## config.mk

```make
export PLATFORM = sky130hd
export DESIGN_NAME = int_to_radix_text_core
export DESIGN_NICKNAME = d
export VERILOG_FILES = /design/src/hw/rtl/itr_pkg.sv /design/src/hw/rtl/itr_ram.sv /design/src/hw/rtl/itr_div.sv /design/src/hw/rtl/int_to_radix_text_core.sv
export SDC_FILE = /design/constraint.sdc
export NUM_CORES = 1
export LEC_CHECK = 0
export BUFFER_PORTS_ARGS = -buffer_cell sky130_fd_sc_hd__buf_2
export CAP_MARGIN = 10
export CORE_MARGIN = 2
export CORE_UTILIZATION = 40
export CTS_CLUSTER_DIAMETER = 100
export CTS_CLUSTER_SIZE = 28
export DETAILED_ROUTE_END_ITERATION = 8
export GPL_TIMING_DRIVEN = 0
export HOLD_SLACK_MARGIN = 0.02
export PLACE_DENSITY = 0.63
export SLEW_MARGIN = 20
export SYNTH_ARGS = -nofsm -noshare
export SYNTH_HDL_FRONTEND = slang
export SYNTH_SLANG_ARGS = --single-unit
```

## constraint.sdc

```tcl
create_clock -name clk -period 4.45 [get_ports clk]
set_input_delay 0.6675 -clock clk [delete_from_list [all_inputs] [get_ports clk]]
set_output_delay 0.6675 -clock clk [all_outputs]
set_load 0.01 [all_outputs]
```

## src/hw/rtl/itr_pkg.sv

```systemverilog
package itr_pkg;

  localparam int VALUE_WIDTH = 32;
  localparam int MAX_DIGITS  = 32;

  localparam int RADIX_W   = 6;
  localparam int DIGIT_W   = 6;
  localparam int CHAR_W    = 7;
  localparam int OUT_TDATA_W = 8;
  localparam int ADDR_W    = $clog2(MAX_DIGITS);
  localparam int CNT_W     = $clog2(MAX_DIGITS + 1);
  localparam int DIV_CNT_W = $clog2(VALUE_WIDTH);

  localparam logic [RADIX_W-1:0] RADIX_RESET = RADIX_W'(10);
  localparam logic [RADIX_W-1:0] RADIX_MIN   = RADIX_W'(2);
  localparam logic [RADIX_W-1:0] RADIX_MAX   = RADIX_W'(36);
  localparam logic [RADIX_W-1:0] RADIX_DEC   = RADIX_W'(10);

  localparam logic [CHAR_W-1:0] CHAR_MINUS = 7'h2d;
  localparam logic [CHAR_W-1:0] CHAR_ZERO  = 7'h30;
  localparam logic [CHAR_W-1:0] CHAR_ALPHA = 7'h57;

  typedef struct packed {
    logic busy;
    logic done;
  } div_stat_t;

  function automatic logic [RADIX_W-1:0] radix_clamp(input logic [RADIX_W-1:0] r);
    logic [RADIX_W-1:0] res;
    res = r;
    if (r < RADIX_MIN) begin
      res = RADIX_MIN;
    end else if (r > RADIX_MAX) begin
      res = RADIX_MAX;
    end
    return res;
  endfunction

  function automatic logic [CHAR_W-1:0] digit_char(input logic [DIGIT_W-1:0] d);
    logic [CHAR_W-1:0] c;
    if (d < DIGIT_W'(10)) begin
      c = CHAR_W'(d) + CHAR_ZERO;
    end else begin
      c = CHAR_W'(d) + CHAR_ALPHA;
    end
    return c;
  endfunction

endpackage

```

## src/hw/rtl/itr_ram.sv

```systemverilog
module itr_ram #(
  parameter int WIDTH = 8,
  parameter int DEPTH = 32
) (
  input  logic                     clk,
  input  logic                     wr_en,
  input  logic [$clog2(DEPTH)-1:0] wr_addr,
  input  logic [WIDTH-1:0]         wr_data,
  input  logic                     rd_en,
  input  logic [$clog2(DEPTH)-1:0] rd_addr,
  output logic [WIDTH-1:0]         rd_data
);

  logic [WIDTH-1:0] mem_r [DEPTH];
  logic [WIDTH-1:0] rd_data_r;

  always_ff @(posedge clk) begin
    if (wr_en) begin
      mem_r[wr_addr] <= wr_data;
    end
    if (rd_en) begin
      rd_data_r <= mem_r[rd_addr];
    end
  end

  assign rd_data = rd_data_r;

endmodule

```

## src/hw/rtl/itr_div.sv

```systemverilog
module itr_div
  import itr_pkg::*;
(
  input  logic                   clk,
  input  logic                   rst_n,
  input  logic                   start,
  input  logic [VALUE_WIDTH-1:0] dividend,
  input  logic [RADIX_W-1:0]     divisor,
  output logic [VALUE_WIDTH-1:0] quotient,
  output logic [RADIX_W-1:0]     remainder,
  output div_stat_t              stat
);

  logic                   busy_r;
  logic                   done_r;
  logic [DIV_CNT_W-1:0]   cnt_r;
  logic [VALUE_WIDTH-1:0] quo_r;
  logic [VALUE_WIDTH-1:0] quo_nxt;
  logic [RADIX_W-1:0]     rem_r;
  logic [RADIX_W-1:0]     rem_nxt;
  logic [RADIX_W-1:0]     divisor_r;
  logic [RADIX_W:0]       trial;
  logic [RADIX_W:0]       diff;
  logic                   ge;

  // One restoring step: bring down the next dividend bit and subtract if it fits.
  always_comb begin
    trial   = {rem_r, quo_r[VALUE_WIDTH-1]};
    diff    = trial - {1'b0, divisor_r};
    ge      = (trial >= {1'b0, divisor_r});
    rem_nxt = ge ? diff[RADIX_W-1:0] : trial[RADIX_W-1:0];
    quo_nxt = {quo_r[VALUE_WIDTH-2:0], ge};
  end

  always_ff @(posedge clk) begin
    if (!rst_n) begin
      busy_r <= 1'b0;
      done_r <= 1'b0;
      cnt_r  <= '0;
    end else begin
      done_r <= 1'b0;
      if (start) begin
        busy_r <= 1'b1;
        cnt_r  <= DIV_CNT_W'(VALUE_WIDTH - 1);
      end else if (busy_r) begin
        cnt_r <= cnt_r - DIV_CNT_W'(1);
        if (cnt_r == '0) begin
          busy_r <= 1'b0;
          done_r <= 1'b1;
        end
      end
    end
  end

  always_ff @(posedge clk) begin
    if (start) begin
      quo_r     <= dividend;
      rem_r     <= '0;
      divisor_r <= divisor;
    end else if (busy_r) begin
      quo_r <= quo_nxt;
      rem_r <= rem_nxt;
    end
  end

  assign quotient  = quo_r;
  assign remainder = rem_r;
  assign stat      = '{busy: busy_r, done: done_r};

endmodule

```

## src/hw/rtl/int_to_radix_text_core.sv

```systemverilog
// Converts one integer per input transfer into ASCII text, most significant first; the
// value is signed in radix ten and unsigned otherwise. Digits come from repeated division
// by the radix in a single divider, one restoring step per cycle, each remainder stored as
// a digit, then a sign step. Each digit character is emitted by read, load and transfer
// steps, a minus sign by transfer only; transfers wait for out_tready. One value at a time.
// Reset (rst_n low, synchronous) sets the radix to ten and idles the block.
module int_to_radix_text_core
  import itr_pkg::*;
(
  input  logic                   clk,
  input  logic                   rst_n,
  input  logic                   cfg_wr_en,
  input  logic [RADIX_W-1:0]     cfg_wr_data,  // radix
  input  logic                   in_tvalid,
  output logic                   in_tready,
  input  logic [VALUE_WIDTH-1:0] in_tdata,     // value
  output logic                   out_tvalid,
  input  logic                   out_tready,
  output logic [OUT_TDATA_W-1:0] out_tdata,    // character in bits 6:0, bit 7 zero
  output logic                   out_tlast
);

  localparam logic [2:0] S_IDLE = 3'd0;
  localparam logic [2:0] S_DIV  = 3'd1;
  localparam logic [2:0] S_SGN  = 3'd2;
  localparam logic [2:0] S_RD   = 3'd3;
  localparam logic [2:0] S_LD   = 3'd4;
  localparam logic [2:0] S_OUT  = 3'd5;

  logic [2:0]             state_r, state_nxt;
  logic [RADIX_W-1:0]     radix_r;
  logic [RADIX_W-1:0]     radix_eff;
  logic [CNT_W-1:0]       n_r, n_nxt;
  logic [CNT_W-1:0]       limit;
  logic                   neg_r, neg_nxt;
  logic                   neg_in;
  logic [VALUE_WIDTH-1:0] mag_in;
  logic                   out_valid_r, out_valid_nxt;
  logic [CHAR_W-1:0]      out_char_r, out_char_nxt;
  logic                   out_last_r, out_last_nxt;
  logic                   div_start;
  logic [VALUE_WIDTH-1:0] div_dividend;
  logic [VALUE_WIDTH-1:0] div_quo;
  logic [RADIX_W-1:0]     div_rem;
  div_stat_t              div_stat;
  logic                   ram_we;
  logic                   ram_re;
  logic [CNT_W-1:0]       rd_idx;
  logic [DIGIT_W-1:0]     ram_rdata;

  assign radix_eff = radix_clamp(radix_r);
  assign neg_in    = (radix_eff == RADIX_DEC) && in_tdata[VALUE_WIDTH-1];
  assign mag_in    = neg_in ? (~in_tdata + VALUE_WIDTH'(1)) : in_tdata;
  assign limit     = neg_r ? CNT_W'(MAX_DIGITS - 1) : CNT_W'(MAX_DIGITS);
  assign rd_idx    = n_r - CNT_W'(1);

  always_comb begin
    state_nxt     = state_r;
    n_nxt         = n_r;
    neg_nxt       = neg_r;
    out_valid_nxt = out_valid_r;
    out_char_nxt  = out_char_r;
    out_last_nxt  = out_last_r;
    div_start     = 1'b0;
    div_dividend  = div_quo;
    ram_we        = 1'b0;
    ram_re        = 1'b0;
    case (state_r)
      S_IDLE: begin
        if (in_tvalid) begin
          neg_nxt      = neg_in;
          n_nxt        = '0;
          div_start    = 1'b1;
          div_dividend = mag_in;
          state_nxt    = S_DIV;
        end
      end
      S_DIV: begin
        if (div_stat.done) begin
          if (n_r < limit) begin
            ram_we = 1'b1;
            n_nxt  = n_r + CNT_W'(1);
          end
          if (div_quo != '0) begin
            div_start = 1'b1;
          end else begin
            state_nxt = S_SGN;
          end
        end
      end
      S_SGN: begin
        if (neg_r) begin
          out_valid_nxt = 1'b1;
          out_char_nxt  = CHAR_MINUS;
          out_last_nxt  = (n_r == '0);
          state_nxt     = S_OUT;
        end else begin
          state_nxt = S_RD;
        end
      end
      S_RD: begin
        ram_re    = 1'b1;
        n_nxt     = rd_idx;
        state_nxt = S_LD;
      end
      S_LD: begin
        out_valid_nxt = 1'b1;
        out_char_nxt  = digit_char(ram_rdata);
        out_last_nxt  = (n_r == '0);
        state_nxt     = S_OUT;
      end
      S_OUT: begin
        if (out_tready) begin
          out_valid_nxt = 1'b0;
          state_nxt     = out_last_r ? S_IDLE : S_RD;
        end
      end
      default: begin
        state_nxt     = S_IDLE;
        out_valid_nxt = 1'b0;
      end
    endcase
  end

  always_ff @(posedge clk) begin
    if (!rst_n) begin
      state_r     <= S_IDLE;
      radix_r     <= RADIX_RESET;
      n_r         <= '0;
      neg_r       <= 1'b0;
      out_valid_r <= 1'b0;
    end else begin
      state_r     <= state_nxt;
      n_r         <= n_nxt;
      neg_r       <= neg_nxt;
      out_valid_r <= out_valid_nxt;
      if (cfg_wr_en) begin
        radix_r <= cfg_wr_data;
      end
    end
  end

  always_ff @(posedge clk) begin
    out_char_r <= out_char_nxt;
    out_last_r <= out_last_nxt;
  end

  itr_div u_div (
    .clk       (clk),
    .rst_n     (rst_n),
    .start     (div_start),
    .dividend  (div_dividend),
    .divisor   (radix_eff),
    .quotient  (div_quo),
    .remainder (div_rem),
    .stat      (div_stat)
  );

  itr_ram #(
    .WIDTH (DIGIT_W),
    .DEPTH (MAX_DIGITS)
  ) u_digits (
    .clk     (clk),
    .wr_en   (ram_we),
    .wr_addr (n_r[ADDR_W-1:0]),
    .wr_data (div_rem),
    .rd_en   (ram_re),
    .rd_addr (rd_idx[ADDR_W-1:0]),
    .rd_data (ram_rdata)
  );

  assign in_tready  = (state_r == S_IDLE);
  assign out_tvalid = out_valid_r;
  assign out_tdata  = {1'b0, out_char_r};
  assign out_tlast  = out_last_r;

`ifndef ASSERT_OFF
  a_ready_excl: assert property (@(posedge clk) disable iff (!rst_n)
    in_tready |-> !out_tvalid)
    else $error("Input ready while a character is pending.");

  a_count_bound: assert property (@(posedge clk) disable iff (!rst_n)
    n_r <= CNT_W'(MAX_DIGITS))
    else $error("Digit count exceeds the store depth.");

  a_minus_dec: assert property (@(posedge clk) disable iff (!rst_n)
    (out_tvalid && out_char_r == CHAR_MINUS) |-> (radix_eff == RADIX_DEC) && neg_r)
    else $error("Minus sign emitted outside a negative decimal conversion.");

  a_div_idle: assert property (@(posedge clk) disable iff (!rst_n)
    div_start |-> !div_stat.busy)
    else $error("Divider restarted while busy.");
`endif

endmodule
```

======== After elaboration in Yosys (flattened, before gate mapping) ========
Memory sizes are Yosys's and may differ from the RTL's. A register that Yosys moved wholly into a read port is not among the register bits.
Cells that the tools add are included.
storage, ports and cells
  flip-flop bits (word level) ............. 76
  latch bits .............................. 0
  bits in writable memories ............... 192
  bits in read-only memories .............. 0
  input port bits ......................... 43
  output and inout bits ................... 11
  word-level logic and storage cells ...... 104
  memories kept ........................... 1
operators by class
  $add $sub $neg .......................... 7
  multiply operators ...................... 0
  div/mod/pow operators ................... 0
  order comparisons ....................... 5
  equal/unequal tests ..................... 14
  shift operators ......................... 0
  mux-type cells .......................... 44
  bitwise operators ....................... 4
  reduce and logical (&&, ||, !) cells .... 16
memories
  memory          depth  width  rd ports  clocked after Yosys merged registers in  write ports  RTL line       RTL
  u_digits.mem_r  32     6      1         1                                        1            itr_ram.sv:14  logic [WIDTH-1:0] mem_r [DEPTH];
operators by type and width
  operator                                                                      count
  32-bit 2-to-1 mux                                                             5
  6-bit 2-to-1 mux                                                              7
  32-bit by 1-bit adder with 32-bit output, second input constant               1
  32-bit NOT                                                                    1
  32-bit nonzero test                                                           1
  3-bit one-hot mux with 6 select lines                                         1
  6-bit one-hot mux with 3 select lines                                         1
  1-bit 2-to-1 mux                                                              16
  3-bit 2-to-1 mux                                                              5
  7-bit 2-to-1 mux                                                              2
  2-bit != test, second input constant                                          7
  7-bit one-hot mux with 2 select lines                                         1
  5-bit 2-to-1 mux                                                              2
  4-bit AND reduction                                                           2
  6-bit by 6-bit adder with 7-bit output, second input constant                 1
  6-bit by 7-bit adder with 7-bit output, second input constant                 1
  7-bit by 6-bit >= comparator with 1-bit output                                1
  6-bit by 1-bit adder with 6-bit output, second input constant                 1
  3-bit by 2-bit == test with 1-bit output, second input constant               2
  3-bit == test, second input constant                                          2
  6-bit by 4-bit == test with 1-bit output, second input constant               1
  6-bit > comparator, second input constant                                     1
  6-bit logical NOT                                                             1
  6-bit by 2-bit less-than comparator with 1-bit output, second input constant  1
  other kinds (19)                                                              26

======== Longest topological paths before layout ========
Gate-level depths: netlist (run 1).
  word-level depth ........................ 9
  gate-level depth with buffers ........... 10
  depth with buffers taken out ............ 9

======== Modules after synthesis ========
A second synthesis (run 1) with hierarchy kept.
unflattened totals
  cells, all modules ...................... 877
  area, all modules ....................... 12886.1 sq um
by module, submodules not included
  module                  times used  cells an instance  area each (sq um)  seq. area each (sq um)
  itr_ram                 1           323                7649.8             5945.7
  int_to_radix_text_core  1           371                2811.4             580.6
  itr_div                 1           183                2424.8             1401.3

======== Worst setup path after synthesis (run 1) ========
Ideal clock, no wire load.
  path type ............................... register to register
  from .................................... register n_r[0]
  to ...................................... register u_digits.rd_data_r[0], in the netlist u_digits.rd_data[0], read port of u_digits.mem_r, data pin
  library setup time ...................... 260 ps
  data arrival time ....................... 2912 ps
  required time ........................... 4190 ps
  path slack .............................. 1278 ps
  stages on the path, launching flop included .. 11
  buffers on the path ..................... 5
  clock period less this slack ............ 3172 ps
  cell sequence ........................... dfxtp_1 buf_6 buf_8 buf_2 inv_1 ha_1 buf_1 clkbuf_1 mux4_2 mux4_2 mux2_2
on the way
  longest elaborated chain between the ends .. 1
ends and longest elaborated chain
  element                                      RTL line                       RTL
  from (decl)                                  int_to_radix_text_core.sv:33   logic [CNT_W-1:0] n_r, n_nxt;
  from (signal assigned)                       int_to_radix_text_core.sv:134  n_r <= n_nxt;
  6-bit by 1-bit subtractor with 6-bit output  int_to_radix_text_core.sv:55   assign rd_idx = n_r - CNT_W'(1);
  to (decl)                                    itr_ram.sv:15                  logic [WIDTH-1:0] rd_data_r;
Every way passes these cells.
A chain may end at the register's enable or synchronous reset.

======== Worst setup path in the final report (run 1) ========
  from .................................... register n_r[0]
  to ...................................... register u_digits.rd_data_r[3], in the netlist u_digits.rd_data[3], read port of u_digits.mem_r, data pin
Same word-level chain as after synthesis.

==> results.txt, run 1 <==
----------------------------------------------------
[Power]
  VDD IR max ... 0.000222 V
  Leakage power summed over all cells ... 0.00444 uW
  Fraction of power spent switching nets ... 27.2%
  Switch Pwr ... 1560 uW
  Cell-internal power ... 4170 uW
  Share of power burned in combinational logic ... 14.4%
  Ratio of total power to cell area ... 419 nW/um^2
  Sequential power share ... 60.2%
  Clock network fraction of total power ... 25.3%

[Drt]
  Via density per instance ... 5.47
  Number of antenna-violating nets in the routed design ... 0
  Starting DRC count in detailed routing ... 580
  Routed wire length ... 25400 um
  Average wire per standard cell ... 19.2 um
  Remaining design rule violation count ... 0
  Via count of the routed design ... 7226
  Detailed-routing iteration count for the pre-antenna-repair pass ... 5

[Critical path]
  Critical register-to-register path endpoint ... u_digits.rd_data[3]
  Kind of end point of the critical path ... flip-flop
  Worst R2R Setup Slack ... 310 ps
  CP Class ... flip-flop to flip-flop
  Startpoint type of the worst setup path ... flip-flop
  Worst endpoint data arrival time ... 4390 ps
  Required time worst endpoint ... 4700 ps
  Critical Path Source ... n_r[0]
  R2R cell count ... 10
  Critical Path Fanout Max ... 10
  Launch instance of the worst register-to-register path ... n_r[0]
  Worst Setup EP ... u_digits.rd_data[3]

[Timing]
  Count of final setup violators ... 0
  Maximum clock frequency ... 0.242 GHz
  Max Slew Vio Count ... 0
  Final hold vios ... 0
  Layout Skew ... 30.9 ps
  Post-layout min period ... 4140 ps
  Final cycle utilization of the critical path ... 93.0%
  Relative slew margins ... 46.7%
  Worst-Margin Slew ... 798 ps
  Final setup TNS ... 0 ps
  Post-route worst hold slack ... 410 ps
  Unrepaired setup endpoints after global routing ... no

[Place]
  Number of buffers added on ports ... 50
  Dpl cells ... 1298
  Placer Congestion ... 0.796
  Detailed placement HPWL ... 17900 um

[Clock tree]
  Clock tree from TritonCTS ... done
  Inserted Clock Buffers ... 14
  # H-tree levels ... 1
  Number of buffers inserted to repair setup after CTS ... 0
  Number of instances resized during post-cts repair ... 0
  CTS root buffer ... sky130_fd_sc_hd__clkbuf_16
  Post-CTS Hold Fix Bufs ... 0
  Maximum clock insertion buffer count ... 3
  Clock-pin slew on the worst setup and hold paths ... 110 ps
  Sink count of the clock tree ... 274
  Clock latency of the later-clocked register in the worst-skew pair ... 490 ps

[Layout]
  Final Net Count ... 985
  Share of post-route cells with drive strength above 1 ... 17.3%
  Count of antenna diodes in the layout ... 0
  Post-route non-filler standard cell count ... 1322
  Synthesis-to-layout area growth ... 9.54%

[Yosys]
  Cell taking the most area after synthesis ... sky130_fd_sc_hd__edfxtp_1
  Synth Register Bits ... 274
  Cell with the most instances after synthesis ... sky130_fd_sc_hd__edfxtp_1
  Cell types occupying the most area after synthesis ... sky130_fd_sc_hd__edfxtp_1 59%, sky130_fd_sc_hd__mux4_2 9.0%, sky130_fd_sc_hd__dfxtp_1 4.8%
  Post-synthesis cell type count ... 75
  FFs w/ async S/R, synth ... 0%
  Mean post-synth cell area ... 14.7 um^2
  Total nets after synthesis ... 919
  Ys flop type ... sky130_fd_sc_hd__edfxtp_1
  Sequential share of the synthesized area ... 63.4%
  Leading post-synthesis cells by instance count ... 244 x sky130_fd_sc_hd__edfxtp_1, 104 x sky130_fd_sc_hd__nor2_1, 50 x sky130_fd_sc_hd__mux4_2
  Netlist area before placement ... 12500 um^2
  Number of enable-type register cells in the synthesized netlist ... 244
  Synthesized instance count ... 852
  Synthesis Warnings ... 0
  Yosys top cell area share ... 58.6%

[Global routing]
  Antenna violations before repair ... 0
  First-pass GRT wire length ... 40200 um
  All-layer global routing usage ... 15.5%
  Leftover overflow at the end of global routing ... 0
  Largest net degree at the start of global routing ... 36
  Via count of the first global-routing pass ... 7186

[Die]
  Overall die area ... 32700 um^2
  Height of the die ... 181 um
  Initial Utilization ... 40.8%
  Total number of placement rows ... 64
  IO Count ... 54
  Die extent in x ... 181 um
  Core area ... 30700 um^2

[Outcome]
  Status ... finished, final reports clean

[Run]
  Number of violations of the max-capacitance limit ... 0

[Min path]
  Min-delay worst type ... input pin to flip-flop

----------------------------------------------------
worst min-delay path by stage:
stage | start | endpoint | slack, ps | cells after the start
floorplan | radix_r[0] | radix_r[0] | 470 | 2
global placement | out_tvalid | out_tvalid | 460 | 2
detailed placement | out_tvalid | out_tvalid | 470 | 2
CTS | cfg_wr_data[1] | radix_r[1] | 390 | 3
global route | cfg_wr_data[1] | radix_r[1] | 400 | 3
finish | cfg_wr_data[1] | radix_r[1] | 410 | 3
cell families after synthesis:
group                    count (synthesis)  synth area share [%]
flip-flops                             274                  63.4
AND/OR/NAND/NOR                        224                  8.58
AO/OA/AOI/OAI                          136                  7.20
multiplexers                            81                  12.9
buffers and inverters                   69                  2.43
XOR/XNOR                                43                  3.01
adder cells (fa/ha/maj)                 24                  2.46
other                                    1                0.0300
power groups by stage:
stage	Clock (uW)	Combinational, uW	Sequential (uW)
final	1450	828	3450
after global routing	1580	919	3500
after CTS	1490	834	3470
after detailed placement	0	832	3520
after global placement	0	817	3510
after floorplan	0	625	3380
critical path, cell delays in order (launching register included):
cell and delay [ps]:
sky130_fd_sc_hd__dfxtp_1 400, sky130_fd_sc_hd__buf_6 140, sky130_fd_sc_hd__buf_8 170, sky130_fd_sc_hd__buf_2 240, sky130_fd_sc_hd__inv_1 130, sky130_fd_sc_hd__ha_1 360
sky130_fd_sc_hd__buf_1 540, sky130_fd_sc_hd__clkbuf_1 610, sky130_fd_sc_hd__mux4_2 440, sky130_fd_sc_hd__mux4_2 540, sky130_fd_sc_hd__mux2_2 310
metrics by stage:
step	util [%]	total power [uW]	cell area (um^2)	worst slack, ps
after floorplan	-	4010	12500	1280
after global placement	43.2	4330	13200	279
after detailed placement	43.2	4360	13300	277
after CTS	44.6	5790	13700	263
after global routing	44.6	6000	13700	126
final	44.6	5730	13700	311
state kept, by name, summed over array words and instances (netlist names):
signal / cells
n_r: 6
neg_r: 1
out_char_r: 7
out_tlast: 1
out_tvalid: 1
radix_r: 6
state_r: 3
u_digits.mem_r: 192
u_digits.rd_data: 6
u_div.busy_r: 1
u_div.cnt_r: 5
u_div.divisor_r: 6
u_div.done_r: 1
u_div.quotient: 32
u_div.remainder: 6
placed cells by master, fill, tap and decap left out, types with 12 or more instances in the layout:
cell | synthesis | final
sky130_fd_sc_hd__edfxtp_1 | 244 | 244
sky130_fd_sc_hd__nor2_1 | 104 | 104
sky130_fd_sc_hd__buf_2 | 9 | 59
sky130_fd_sc_hd__mux4_2 | 50 | 50
sky130_fd_sc_hd__a21oi_1 | 49 | 49
sky130_fd_sc_hd__nand2_1 | 41 | 40
sky130_fd_sc_hd__clkbuf_1 | 26 | 31
sky130_fd_sc_hd__inv_1 | 27 | 27
sky130_fd_sc_hd__dfxtp_1 | 30 | 24
sky130_fd_sc_hd__ha_1 | 23 | 23
sky130_fd_sc_hd__xnor2_1 | 22 | 22
sky130_fd_sc_hd__xor2_1 | 21 | 21
sky130_fd_sc_hd__o21ai_0 | 17 | 17
sky130_fd_sc_hd__mux2i_1 | 15 | 15
sky130_fd_sc_hd__clkbuf_16 | 0 | 15
sky130_fd_sc_hd__nor3_1 | 12 | 12
cell type report:
class                           instances  area [um^2]
Buffer                                 41          199
Fill cell                            2742        17000
Clock inverter                          4         42.5
Timing Repair Buffer                   50          250
Multi-Input combinational cell        509         4270
Inverter                               28          105
Sequential cell                       274         7940
Tap cell                              396          495
Clock buffer                           20          394
metal layers:
layer  part of all wire (%)  track usage (%)
met5                      0                0
met4                    2.4             3.87
met3                    4.4             1.85
met2                     47             25.2
met1                     46             22.4
Power figures use the tool's default switching activity.
==> run 2: changes to the inputs <==
Settings changed: CORE_ASPECT_RATIO set to 0.7.
==> results.txt, run 2 (same netlist as run 1, synthesis figures left out) <==
----------------------------------------------------
[Outcome]
  Status ... finished, final reports clean

[Die]
  Die extent in x ... 215 um (+19%)
  Total number of placement rows ... 54 (-16%)
  Height of the die ... 152 um (-16%)
  IO Count ... 54 (unchanged)
  Core area ... 30900 um^2 (+0.90%)
  Initial Utilization ... 40.4% (-0.36 points)
  Overall die area ... 32700 um^2 (about the same)

[Clock tree]
  # H-tree levels ... 1 (unchanged)
  Sink count of the clock tree ... 274 (unchanged)
  Number of buffers inserted to repair setup after CTS ... 0 (unchanged)
  Post-CTS Hold Fix Bufs ... 0 (unchanged)
  CTS root buffer ... sky130_fd_sc_hd__clkbuf_16
  Maximum clock insertion buffer count ... 3 (unchanged)
  Number of instances resized during post-cts repair ... 0 (unchanged)
  Clock latency of the later-clocked register in the worst-skew pair ... 480 ps (about the same)
  Clock-pin slew on the worst setup and hold paths ... 110 ps (about the same)
  Clock tree from TritonCTS ... done
  Inserted Clock Buffers ... 13 (-1)

[Critical path]
  Critical Path Fanout Max ... 10 (unchanged)
  Worst endpoint data arrival time ... 4410 ps (+20 ps)
  Worst R2R Setup Slack ... 260 ps (-50 ps)
  Buf+Inv Stages, Crit Path ... 6 (unchanged)
  R2R cell count ... 10 (unchanged)
  Delay contributed by the slowest stage of the critical path ... 680 ps (+70 ps)
  CP Class ... flip-flop to flip-flop
  Launch instance of the worst register-to-register path ... n_r[0]
  Critical register-to-register path endpoint ... u_digits.rd_data[3]
  Cells along the critical path ... buf_6 -> buf_8 -> buf_2 -> inv_1 -> ha_1 -> buf_1 -> clkbuf_1 -> mux4_1 -> mux4_2 -> mux2_2
  Required time worst endpoint ... 4670 ps (-30 ps)
  Startpoint type of the worst setup path ... flip-flop
  CP max stage cell ... sky130_fd_sc_hd__clkbuf_1
  Kind of end point of the critical path ... flip-flop
  Top delay family on crit path ... buffers and inverters

[Power]
  Switch Pwr ... 1560 uW (-0.13%)
  Leakage power summed over all cells ... 0.00440 uW (-0.91%)
  Cell-internal power ... 4090 uW (-2.1%)
  Ratio of total power to cell area ... 414 nW/um^2 (-1.2%)
  Share of power burned in combinational logic ... 15.0% (+0.6 points)
  Sequential power share ... 61.6% (+1.4 points)
  VDD IR max ... 0.000269 V (+21%)
  Fraction of power spent switching nets ... 27.6% (+0.40 points)
  Clock network fraction of total power ... 23.4% (-1.9 points)

[Layout]
  Synthesis-to-layout area growth ... 9.17%
  Layout Cell Area excl Fill ... 13600 um^2 (-0.34%)
  Number of flip-flops under the largest register name ... 192 (unchanged)
  Most frequent standard cell in the layout excluding fill and tap cells ... sky130_fd_sc_hd__edfxtp_1
  # fillers ... 2824 (+3.0%)
  Share of post-route cells with drive strength above 1 ... 16.8% (-0.49 points)
  Biggest register ... u_digits.mem_r
  Count of antenna diodes in the layout ... 0 (unchanged)
  Commonest non-fill, non-tap cells in the layout ... 244 x sky130_fd_sc_hd__edfxtp_1, 104 x sky130_fd_sc_hd__nor2_1, 59 x sky130_fd_sc_hd__buf_2, 50 x sky130_fd_sc_hd__mux4_2, 49 x sky130_fd_sc_hd__a21oi_1
  Final Net Count ... 984 (-0.10%)

[Timing]
  Count of final setup violators ... 0 (unchanged)
  Final cycle utilization of the critical path ... 94.2% (+1.1 points)
  Relative slew margins ... 45.3% (-1.4 points)
  Worst-Margin Slew ... 821 ps (+23.0 ps)
  Final setup TNS ... 0 ps (unchanged)
  Final hold vios ... 0 (unchanged)
  Maximum clock frequency ... 0.239 GHz (-1.2%)
  Unrepaired setup endpoints after global routing ... no
  Max Slew Vio Count ... 0 (unchanged)
  Post-layout min period ... 4190 ps (+51.0 ps)
  Layout Skew ... 20.2 ps (-10.7 ps)

[Drt]
  Routed wire length ... 27300 um (+7.6%)
  Average wire per standard cell ... 20.3 um (+5.9%)
  Detailed-routing iteration count for the pre-antenna-repair pass ... 5 (unchanged)
  Starting DRC count in detailed routing ... 840 (+45%)
  Via count of the routed design ... 7443 (+3.0%)
  Remaining design rule violation count ... 0 (unchanged)
  Number of antenna-violating nets in the routed design ... 0 (unchanged)
  Via density per instance ... 5.54 (+1.4%)

[Global routing]
  Antenna violations before repair ... 1 (+1)
  Largest net degree at the start of global routing ... 36 (unchanged)
  Via count of the first global-routing pass ... 7101 (-1.2%)
  All-layer global routing usage ... 16.7% (+1.2 points)
  First-pass GRT wire length ... 42300 um (+5.2%)
  Leftover overflow at the end of global routing ... 0 (unchanged)

[Run]
  Number of violations of the max-capacitance limit ... 0 (unchanged)

[Place]
  Post-placement cell area ... 13300 um^2 (+0.24%)
  Detailed placement HPWL ... 19500 um (+9.2%)
  Number of buffers added on ports ... 50 (unchanged)
  Placer Congestion ... 0.846 (+6.3%)

[Min path]
  Hold path start ... cfg_wr_data[1]
  Worst hold stages ... 3 (unchanged)
  Hold Crit Endpoint ... radix_r[1]
  Min-delay worst type ... input pin to flip-flop

----------------------------------------------------
## run 2: stage by stage
step | total power, uW | std cells | util (%) | hold slack [ps] | setup WS, ps
4_1_cts | 5670 | 1343 | 44.1 | 383 | 237
3_5_place_dp | 4380 | 1322 | 42.9 | 467 | 268
3_3_place_gp | 4350 | 1322 | 42.9 | 469 | 280
6_report | 5640 | 1343 | 44.1 | 391 | 260
5_1_grt | 5890 | 1343 | 44.1 | 403 | 67.9
2_1_floorplan | 4010 | 852 | - | 468 | 1280
## run 2: per-layer routing
metal	wire length, um	GRT usage [%]
met1	13700	27.8
met3	2230	3.20
met2	11200	23.2
met5	0	0
met4	173	1.81
## run 2: how the worst max path moves through the flow
stage	startpoint	to	slack, ps	depth (start not counted)
after floorplan	n_r[0]	u_digits.rd_data[0]	1280	10
after global placement	n_r[0]	u_digits.rd_data[1]	280	10
after detailed placement	n_r[0]	u_digits.rd_data[2]	270	10
after CTS	n_r[0]	u_digits.rd_data[2]	240	10
after global routing	n_r[0]	u_digits.rd_data[1]	70	10
final	n_r[0]	u_digits.rd_data[3]	260	10
## run 2: worst register-to-register path, cell delays in order (launching register included)
cell and delay (ps):
sky130_fd_sc_hd__dfxtp_1 410, sky130_fd_sc_hd__buf_6 160, sky130_fd_sc_hd__buf_8 160, sky130_fd_sc_hd__buf_2 240, sky130_fd_sc_hd__inv_1 130, sky130_fd_sc_hd__ha_1 360, sky130_fd_sc_hd__buf_1 470, sky130_fd_sc_hd__clkbuf_1 680
sky130_fd_sc_hd__mux4_1 530, sky130_fd_sc_hd__mux4_2 500, sky130_fd_sc_hd__mux2_2 300
## run 2: area by class of cell
type                            instances  area, um^2  area share (%)
Clock buffer                           20         352            2.58
Buffer                                 41         199            1.46
Multi-Input combinational cell        509        4270            31.3
Timing Repair Buffer                   50         250            1.83
Clock inverter                          1        8.76          0.0642
Inverter                               28         105           0.770
Sequential cell                       274        7940            58.2
Tap cell                              420         526            3.85
## run 2: power by group through the flow
stage	combinational [uW]	clock, uW	sequential [uW]
global placement	824	0	3530
global route	947	1430	3510
detailed placement	840	0	3540
floorplan	625	0	3380
CTS	843	1340	3480
finish	845	1320	3480
==> run 3: changes to the inputs <==
Settings changed: ABC_AREA set to 1.
==> results.txt, run 3 <==
----------------------------------------------------
[Global routing]
  All-layer global routing usage ... 20.0% (+3.2 points)
  Leftover overflow at the end of global routing ... 0 (unchanged)
  Antenna violations before repair ... 0 (-1)
  Via count of the first global-routing pass ... 9392 (+32%)
  Largest net degree at the start of global routing ... 38 (+5.6%)
  First-pass GRT wire length ... 53900 um (+27%)

[Critical path]
  R2R cell count ... 13 (+3)
  CP Class ... flip-flop to flip-flop
  Startpoint type of the worst setup path ... flip-flop
  Required time worst endpoint ... 4790 ps (+120 ps)
  Kind of end point of the critical path ... flip-flop
  Critical Path Fanout Max ... 12 (+2)
  Worst endpoint data arrival time ... 3950 ps (-460 ps)

[Timing]
  Maximum clock frequency ... 0.277 GHz (+16%)
  Final cycle utilization of the critical path ... 81.1% (-13 points)
  Final setup TNS ... 0 ps (unchanged)
  Post-layout min period ... 3610 ps (-579 ps)
  Relative slew margins ... 46.7% (+1.4 points)
  Final hold vios ... 0 (unchanged)
  Worst-Margin Slew ... 800 ps (-20.9 ps)
  Layout Skew ... 20.5 ps (+0.283 ps)
  Final worst-path setup slack ... 839 ps (+579 ps)
  Post-route worst hold slack ... 397 ps (+5.72 ps)
  Unrepaired setup endpoints after global routing ... no
  Count of final setup violators ... 0 (unchanged)
  Max Slew Vio Count ... 0 (unchanged)

[Drt]
  Via count of the routed design ... 10231 (+37%)
  Via density per instance ... 5.42 (-2.3%)
  Number of antenna-violating nets in the routed design ... 0 (unchanged)
  Average wire per standard cell ... 18.6 um (-8.4%)
  Remaining design rule violation count ... 0 (unchanged)
  Detailed-routing iteration count for the pre-antenna-repair pass ... 5 (unchanged)
  Starting DRC count in detailed routing ... 1096 (+30%)
  Routed wire length ... 35200 um (+29%)

[Yosys]
  Leading post-synthesis cells by instance count ... 305 x sky130_fd_sc_hd__nand2_1, 244 x sky130_fd_sc_hd__edfxtp_1, 240 x sky130_fd_sc_hd__nor2_1
  Post-synthesis cell type count ... 43 (-43%)
  Synthesized instance count ... 1388 (+63%)
  Synthesis Warnings ... 0 (unchanged)
  Mean post-synth cell area ... 9.62 um^2 (-34%)
  Total nets after synthesis ... 1455 (+58%)
  Cell taking the most area after synthesis ... sky130_fd_sc_hd__edfxtp_1
  Cell types occupying the most area after synthesis ... sky130_fd_sc_hd__edfxtp_1 55%, sky130_fd_sc_hd__nand2_1 8.6%, sky130_fd_sc_hd__nor2_1 6.7%
  FFs w/ async S/R, synth ... 0% (unchanged)
  Cell with the most instances after synthesis ... sky130_fd_sc_hd__nand2_1
  Netlist area before placement ... 13300 um^2 (+6.8%)
  Ys flop type ... sky130_fd_sc_hd__edfxtp_1
  Synth Register Bits ... 274 (unchanged)
  Sequential share of the synthesized area ... 59.4% (-4.0 points)
  Number of enable-type register cells in the synthesized netlist ... 244 (unchanged)
  Yosys top cell area share ... 54.9% (-3.7 points)

[Place]
  Detailed placement HPWL ... 25300 um (+29%)
  Number of buffers added on ports ... 51 (+2.0%)
  Worst setup timing slack at the placement stage ... 1060 ps (+792 ps)
  Placer Congestion ... 0.965 (+14%)

[Die]
  Initial Utilization ... 41.0% (+0.62 points)
  Die extent in x ... 222 um (+3.3%)
  Core area ... 32600 um^2 (+5.2%)
  Overall die area ... 34900 um^2 (+6.6%)
  Total number of placement rows ... 55 (+1.9%)
  Height of the die ... 157 um (+3.3%)
  IO Count ... 54 (unchanged)

[Min path]
  Worst hold stages ... 3 (unchanged)
  Min-delay worst type ... input pin to flip-flop

[Power]
  Ratio of total power to cell area ... 426 nW/um^2 (+2.9%)
  Power after layout ... 6200 uW (+9.9%)
  Switch Pwr ... 2020 uW (+30%)
  Sequential power share ... 55.3% (-6.3 points)
  Share of power burned in combinational logic ... 23.1% (+8.1 points)
  Leakage power summed over all cells ... 0.00547 uW (+24%)
  Fraction of power spent switching nets ... 32.6% (+5.0 points)
  Clock network fraction of total power ... 21.6% (-1.8 points)
  Cell-internal power ... 4180 uW (+2.3%)
  VDD IR max ... 0.000232 V (-14%)

[Clock tree]
  Sink count of the clock tree ... 274 (unchanged)
  Post-CTS Hold Fix Bufs ... 0 (unchanged)
  Maximum clock insertion buffer count ... 3 (unchanged)
  Clock-pin slew on the worst setup and hold paths ... 100 ps (about the same)
  Clock latency of the later-clocked register in the worst-skew pair ... 500 ps (+20 ps)
  Inserted Clock Buffers ... 13 (unchanged)
  Number of buffers inserted to repair setup after CTS ... 0 (unchanged)
  # H-tree levels ... 1 (unchanged)
  Clock tree from TritonCTS ... done
  CTS root buffer ... sky130_fd_sc_hd__clkbuf_16
  Number of instances resized during post-cts repair ... 0 (unchanged)

[Layout]
  Commonest non-fill, non-tap cells in the layout ... 304 x sky130_fd_sc_hd__nand2_1, 244 x sky130_fd_sc_hd__edfxtp_1, 240 x sky130_fd_sc_hd__nor2_1, 128 x sky130_fd_sc_hd__o21ai_0, 82 x sky130_fd_sc_hd__nand3_1
  Share of post-route cells with drive strength above 1 ... 9.64% (-7.1 points)
  Number of flip-flops under the largest register name ... 192 (unchanged)
  Biggest register ... u_digits.mem_r
  Count of antenna diodes in the layout ... 0 (unchanged)
  Most frequent standard cell in the layout excluding fill and tap cells ... sky130_fd_sc_hd__nand2_1
  Final Net Count ... 1523 (+55%)
  Synthesis-to-layout area growth ... 9.10% (about the same)

[Outcome]
  Status ... finished, final reports clean

[Run]
  Number of violations of the max-capacitance limit ... 0 (unchanged)

----------------------------------------------------
## run 3: changes by cell type after synthesis, sizes merged, moves of 55 or more
cell,change
mux4,-60
nor2,+141
nand2,+275
nand3,+74
o21ai,+114
inv,+55
## run 3: logic make-up (layout without fill, tap and decap cells)
logic type               count (synthesis)  count (layout)  share of synthesized area [%]
adder cells (fa/ha/maj)                 24              24                           2.31
AO/OA/AOI/OAI                          245             245                           10.8
AND/OR/NAND/NOR                        676             676                           20.9
XOR/XNOR                                25              25                           1.84
other                                    1               1                         0.0281
buffers and inverters                  143             217                           4.73
flip-flops                             274             274                           59.4
## run 3: cell type report
| cell class | count | area [um^2] |
|---|---|---|
| multi-input cells | 971 | 4790 |
| fillers | 3106 | 18000 |
| inverters | 83 | 314 |
| clock inverters | 1 | 8.76 |
| plain buffers | 60 | 318 |
| clock buffers | 20 | 352 |
| flip-flops and latches | 274 | 7940 |
| well taps | 427 | 534 |
| repair buffers | 53 | 310 |
## run 3: through the flow
stage	std cells	util [%]	cell area [um^2]
4_1_cts	1889	44.7	14600
3_5_place_dp	1868	43.6	14200
6_report	1889	44.7	14600
5_1_grt	1889	44.7	14600
3_3_place_gp	1866	43.4	14100
2_1_floorplan	1388	-	13300
## run 3: worst max-delay path, cell delays in order (launching register included)
cell                       delay [ps]
sky130_fd_sc_hd__dfxtp_1          430
sky130_fd_sc_hd__buf_4            240
sky130_fd_sc_hd__inv_4            100
sky130_fd_sc_hd__buf_4            190
sky130_fd_sc_hd__buf_2            240
sky130_fd_sc_hd__ha_1             510
sky130_fd_sc_hd__clkbuf_2         310
sky130_fd_sc_hd__clkbuf_1         460
sky130_fd_sc_hd__o21ai_0          180
sky130_fd_sc_hd__o211ai_1         250
sky130_fd_sc_hd__nand3_1          100
sky130_fd_sc_hd__o21ai_1          200
sky130_fd_sc_hd__nand2_1           90
sky130_fd_sc_hd__nand2_1          140
## run 3: layer usage
layer | track usage [%] | share of wire, % | vias up | wire, um
met4 | 2.21 | 0.85 | 0 | 300
li1 | - | - | 4941 | -
met5 | 0 | 0 | - | 0
met3 | 6.10 | 10 | 23 | 3650
met2 | 28.0 | 40 | 361 | 14000
met1 | 30.9 | 49 | 4906 | 17200
## run 3: power groups by stage
stage               logic, uW  clock network (uW)  registers (uW)
global route             1590                1440            3460
finish                   1430                1340            3430
global placement         1280                   0            3530
detailed placement       1390                   0            3490
floorplan                 903                   0            3360
CTS                      1400                1350            3430
## run 3: path summary, 6_finish.rpt
check | from | to | slack [ps]
hold / removal | cfg_wr_data[1] | radix_r[1] | 400
setup / recovery | n_r[0] | u_digits.rd_data[4] | 840
hold reg to reg | out_tvalid | out_tvalid | 480
setup reg to reg | n_r[0] | u_digits.rd_data[4] | 840
